[src/sv/cmbp_pkg.sv]
// Shared types, codes and constants for the context model bit predictor.
package cmbp_pkg;

  // Default sizes
  localparam int unsigned DefBufferBytes  = 8192;
  localparam int unsigned DefTableEntries = 65536;
  localparam int unsigned DefContextBytes = 32;

  // Hash multiplier for the first probe slot
  localparam logic [31:0] HashMult  = 32'h9E37_79B1;
  // Known high bits mask source, shifted right by the bit index
  localparam logic [15:0] KnownBase = 16'hFF00;
  localparam logic [7:0]  CntMax    = 8'd255;
  localparam int unsigned BoostSh   = 2;

  typedef enum logic [1:0] {
    ACT_CODE    = 2'd0,
    ACT_PRELOAD = 2'd1,
    ACT_CLEAR   = 2'd2,
    ACT_NOP     = 2'd3
  } action_e;

  typedef enum logic {
    CFG_MASK = 1'b0,
    CFG_SAT  = 1'b1
  } cfg_idx_e;

  // Controller to datapath
  typedef struct packed {
    logic accept_clear;
    logic accept_preload;
    logic accept_code;
    logic clr_step;
    logic do_hash;
    logic tab_read;
    logic ctx_init;
    logic ctx_issue;
    logic next_slot;
    logic finish;
    logic fin_found;
    logic fin_hist;
  } cmd_t;

  // Datapath to controller
  typedef struct packed {
    logic clr_last;
    logic buf_full;
    logic ent_valid;
    logic last_j;
    logic mism;
    logic probe_last;
    logic out_free;
  } sts_t;

endpackage

[src/sv/cmbp_ctrl.sv]
// Controller state machine: sequences table clearing, hashing, probing, context compare and update.
module cmbp_ctrl (
  input  logic            clk_i,
  input  logic            rst_ni,
  input  logic            in_valid_i,
  input  logic [1:0]      action_i,
  output logic            in_stall_o,
  input  cmbp_pkg::sts_t  sts_i,
  output cmbp_pkg::cmd_t  cmd_o
);
  import cmbp_pkg::*;

  typedef enum logic [10:0] {
    S_CLEAR    = 11'b000_0000_0001,
    S_IDLE     = 11'b000_0000_0010,
    S_HASH     = 11'b000_0000_0100,
    S_READ     = 11'b000_0000_1000,
    S_CHECK    = 11'b000_0001_0000,
    S_CTX      = 11'b000_0010_0000,
    S_CTX_END  = 11'b000_0100_0000,
    S_DECIDE   = 11'b000_1000_0000,
    S_FIN_HIT  = 11'b001_0000_0000,
    S_FIN_FULL = 11'b010_0000_0000,
    S_FIN_BUF  = 11'b100_0000_0000
  } state_e;

  state_e state_q, state_d;

  always_ff @(posedge clk_i or negedge rst_ni) begin
    if (!rst_ni) begin
      state_q <= S_CLEAR;
    end else begin
      state_q <= state_d;
    end
  end

  // Next state and commands
  always_comb begin
    state_d    = state_q;
    cmd_o      = '0;
    in_stall_o = 1'b1;
    case (state_q)
      S_CLEAR: begin
        cmd_o.clr_step = 1'b1;
        if (sts_i.clr_last) state_d = S_IDLE;
      end
      S_IDLE: begin
        in_stall_o = 1'b0;
        if (in_valid_i) begin
          case (action_e'(action_i))
            ACT_CODE: begin
              cmd_o.accept_code = 1'b1;
              state_d = sts_i.buf_full ? S_FIN_BUF : S_HASH;
            end
            ACT_PRELOAD: cmd_o.accept_preload = 1'b1;
            ACT_CLEAR: begin
              cmd_o.accept_clear = 1'b1;
              state_d = S_CLEAR;
            end
            default: ;
          endcase
        end
      end
      S_HASH: begin
        cmd_o.do_hash = 1'b1;
        state_d = S_READ;
      end
      S_READ: begin
        cmd_o.tab_read = 1'b1;
        state_d = S_CHECK;
      end
      S_CHECK: begin
        if (!sts_i.ent_valid) begin
          state_d = S_FIN_HIT;
        end else begin
          cmd_o.ctx_init = 1'b1;
          state_d = S_CTX;
        end
      end
      S_CTX: begin
        cmd_o.ctx_issue = 1'b1;
        if (sts_i.last_j) state_d = S_CTX_END;
      end
      S_CTX_END: state_d = S_DECIDE;
      S_DECIDE: begin
        if (!sts_i.mism) begin
          state_d = S_FIN_HIT;
        end else if (sts_i.probe_last) begin
          state_d = S_FIN_FULL;
        end else begin
          cmd_o.next_slot = 1'b1;
          state_d = S_READ;
        end
      end
      S_FIN_HIT: begin
        if (sts_i.out_free) begin
          cmd_o.finish    = 1'b1;
          cmd_o.fin_found = 1'b1;
          cmd_o.fin_hist  = 1'b1;
          state_d = S_IDLE;
        end
      end
      S_FIN_FULL: begin
        if (sts_i.out_free) begin
          cmd_o.finish   = 1'b1;
          cmd_o.fin_hist = 1'b1;
          state_d = S_IDLE;
        end
      end
      S_FIN_BUF: begin
        if (sts_i.out_free) begin
          cmd_o.finish = 1'b1;
          state_d = S_IDLE;
        end
      end
      default: state_d = S_CLEAR;
    endcase
  end

endmodule

[config.mk]
export PLATFORM = sky130hd
export DESIGN_NAME = cmbp_ctrl
export DESIGN_NICKNAME = d
export VERILOG_FILES = /design/src/sv/cmbp_pkg.sv /design/src/sv/cmbp_ctrl.sv
export SDC_FILE = /design/constraint.sdc
export NUM_CORES = 1
export LEC_CHECK = 0
export BUFFER_PORTS_ARGS = -buffer_cell sky130_fd_sc_hd__buf_2
export CORE_MARGIN = 2
export CORE_UTILIZATION = 55
export CTS_BUF_LIST = sky130_fd_sc_hd__clkbuf_2 sky130_fd_sc_hd__clkbuf_4 sky130_fd_sc_hd__clkbuf_8
export DETAILED_ROUTE_END_ITERATION = 12
export GPL_ROUTABILITY_DRIVEN = 0
export PLACE_DENSITY_LB_ADDON = 0.2
export RECOVER_POWER = 50
export SLEW_MARGIN = 20
export SYNTH_ARGS = -nofsm -noshare
export SYNTH_HDL_FRONTEND = slang
export SYNTH_SLANG_ARGS = --single-unit
[constraint.sdc]
create_clock -name clk_i -period 4.52 [get_ports clk_i]
set_clock_uncertainty 0.05 [all_clocks]
set_input_delay 0.226 -clock clk_i [delete_from_list [all_inputs] [get_ports clk_i]]
set_output_delay 0.226 -clock clk_i [all_outputs]
set_load 0.01 [all_outputs]
==> impl_metrics.yaml <==
power_and_ir_drop:
  power.switching_uw: 160.9
  power.internal_uw: 242.7
  ir_drop_mv: 0.3256
  switching_share_pct: 39.86
  clkPwrFrac_pct: 18.9
  total_power_uw: 403.6
  powerDensity_nw_per_um2: 428.4
  leakage_nw: 0.5037
  power_frac_seq_pct: 34.5
  combPwrFrac_pct: 46.6
setup_path:
  cp_data_required_time_ns: 4.24
  rr_worst_depth: 5
  path_class: "reg -> out"
  startpoint_type: "flip-flop"
  r2r-end: "state_q[0]"
  end_kind: "output pin"
  crit_fanout: 8
  r2r_slack_ns: 2.32
  r2r-start: "state_q[6]"
  arrival_ns: 2.36
yosys:
  synth_flop_cell: "dfrtp_1"
  ys_ff_latch: 11
  syn-num-nets: 94
  synth_top_area_share_pct: 32.00
  yosysWarnings: 0
  synth_area_leaders: "dfrtp_1, nor4_2, dfstp_2, nor2_1, and3b_1"
  yosysTopAreaCell: "dfrtp_1"
  syn-cell-area_um2: 782.0
  synth.avg_cell_area_um2: 9.537
  postSynthCellCount: 82
  yosysUniqueCellTypes: 36
  ys_async_sr_fraction_pct: 100.0
  synth_edf_count: 0
  ys_seq_area_share_pct: 35.36
hold_path:
  holdPathEnd: "state_q[2]"
  worstHoldPathType: "in -> reg"
  hold_start: "sts_i[5]"
  holdPathStages: 2
cells_and_area:
  largest_register: "state_q"
  synthToLayoutAreaGrowth_pct: 20.48
  n_fill_cell: 110
  layout-drive-gt1-share_pct: 28.83
  post-route-util_pct: 71.51
  finalNetCount: 124
  n_antenna_cell: 0
  largest_reg_flops: 11
  mostFrequentLayoutCells: "buf_2, dfrtp_1, nor2_1"
  reg_top3: "state_q (11)"
  final_common_cell: "buf_2"
timing:
  fmaxAchievable_mhz: 379.8
  hold_ws_ns: 0.05905
  post-route-period-util_pct: 58.25
  setup_tns_ns: 0
  relSlewSlack_pct: 58.00
  slew_viol_final: 0
  worst_slew_pin_slew_ns: 0.6301
  hold_viol: 0
  period_minus_slack_ns: 2.633
  finalSetupViolations: 0
  rsz0062_at_grt: "false"
die:
  io_pins: 25
  chipWidth_um: 41.71
  row_count: 13
  coreArea_um2: 1318
  die_h_um: 41.71
  initial_core_util_pct: 59.35
  die_area_um2: 1739
detailed_routing:
  drt_first_pass_iters: 4
  drc: 0
  viasPerCell: 6.246
  antenna_left: 0
  vias: 787
  wl_um: 1989
  drt-initial-drc-count: 27
  wl_per_cell_um: 15.79
clock_tree:
  cts-root-buf: "clkbuf_4"
  insertion_delay_ns: 0.28
  numCtsBuffers: 3
  clkTransAtPathRegs_ns: 0.07
  cts_max_path_buffers: 2
  cts_resized: 0
  htreeDepth: 1
  cts_tree: "done"
  cts_hold_buf: 1
  cts_sinks: 11
  post_cts_buffers: 0
grt:
  grt-ovfl-total: 0
  antenna_found_initial: 0
  grt_max_degree: 12
  grt_pass1_vias: 696
  grt_first_pass_wirelength_um: 3160
  grtUsageTotal_pct: 23.72
outcome:
  status: "complete, no violations"
placed_design:
  hpwl_um: 1474
  place.port_buffers: 24
flow_run:
  drv_cap: 0
[cell type report]
type / instances / area [um^2] / share of cell area [%]
clock buffer: 4 / 30.03 / 3.187
inverter: 5 / 18.77 / 1.992
multi-input combinational: 66 / 470.5 / 49.93
sequential: 11 / 276.5 / 29.35
tap: 15 / 18.77 / 1.992
timing repair buffer: 25 / 127.6 / 13.55
[worst max-delay path by stage]
stage | startpoint | endpoint | slack [ns] | cells past startpoint
floorplan | state_q[4] | state_q[10] | 2.64 | 5
detailed placement | state_q[3] | cmd_o[3] | 2.46 | 5
global route | state_q[3] | cmd_o[3] | 1.68 | 5
finish | state_q[3] | cmd_o[3] | 1.89 | 5
global placement | state_q[3] | cmd_o[3] | 2.47 | 5
CTS | state_q[3] | cmd_o[3] | 2.16 | 5
[metrics by stage]
step                      cell area (um^2)  worst slack, ns  cells
after global routing                 942.2            1.680    126
after global placement               920.9            2.472    121
after detailed placement             920.9            2.463    121
after CTS                            960.9            2.162    126
final                                942.2            1.887    126
after floorplan                      782.0            2.644     82
[cells in the mapped netlist, drive strengths merged (2+ instances only)]
cell	instances
nor3b	4
nor4	6
and3b	3
or3	3
and4b	2
nor4b	3
nor3	6
nor2	7
xor2	3
inv	5
nand3	2
dfrtp	10
or2	2
a21o	2
nand2	4
mux2	2
and3	4
[cells by family after synthesis]
family	after synthesis	synth area share (%)
compound gates	9	8.960
xor+xnor	3	3.361
buf+inv	5	2.400
flops	11	35.36
mux	3	4.639
simple gates	51	45.28
[worst max-delay path: stages (launching register included)]
cell,delay [ns]
dfrtp_1,0.46
or3_1,0.41
nor3_1,0.48
nand4b_1,0.23
nor3b_1,0.31
buf_2,0.19
[layer usage]
layer  routed length (um)  vias up  global-route usage (%)
met5                    0        -                       0
li1                     -      371                       -
met2                  919       35                   38.44
met3                  120        5                   3.043
met4                   38        0                   8.387
met1                  910      376                   32.41
[power by group through the flow]
stage	clock network (mW)	registers [mW]	logic, mW
after floorplan	0	0.136	0.143
after global placement	0	0.142	0.184
after detailed placement	0	0.142	0.188
after CTS	0.0757	0.141	0.190
after global routing	0.0795	0.142	0.204
final	0.0762	0.139	0.188
No activity file was read; power rests on OpenSTA's default activity.
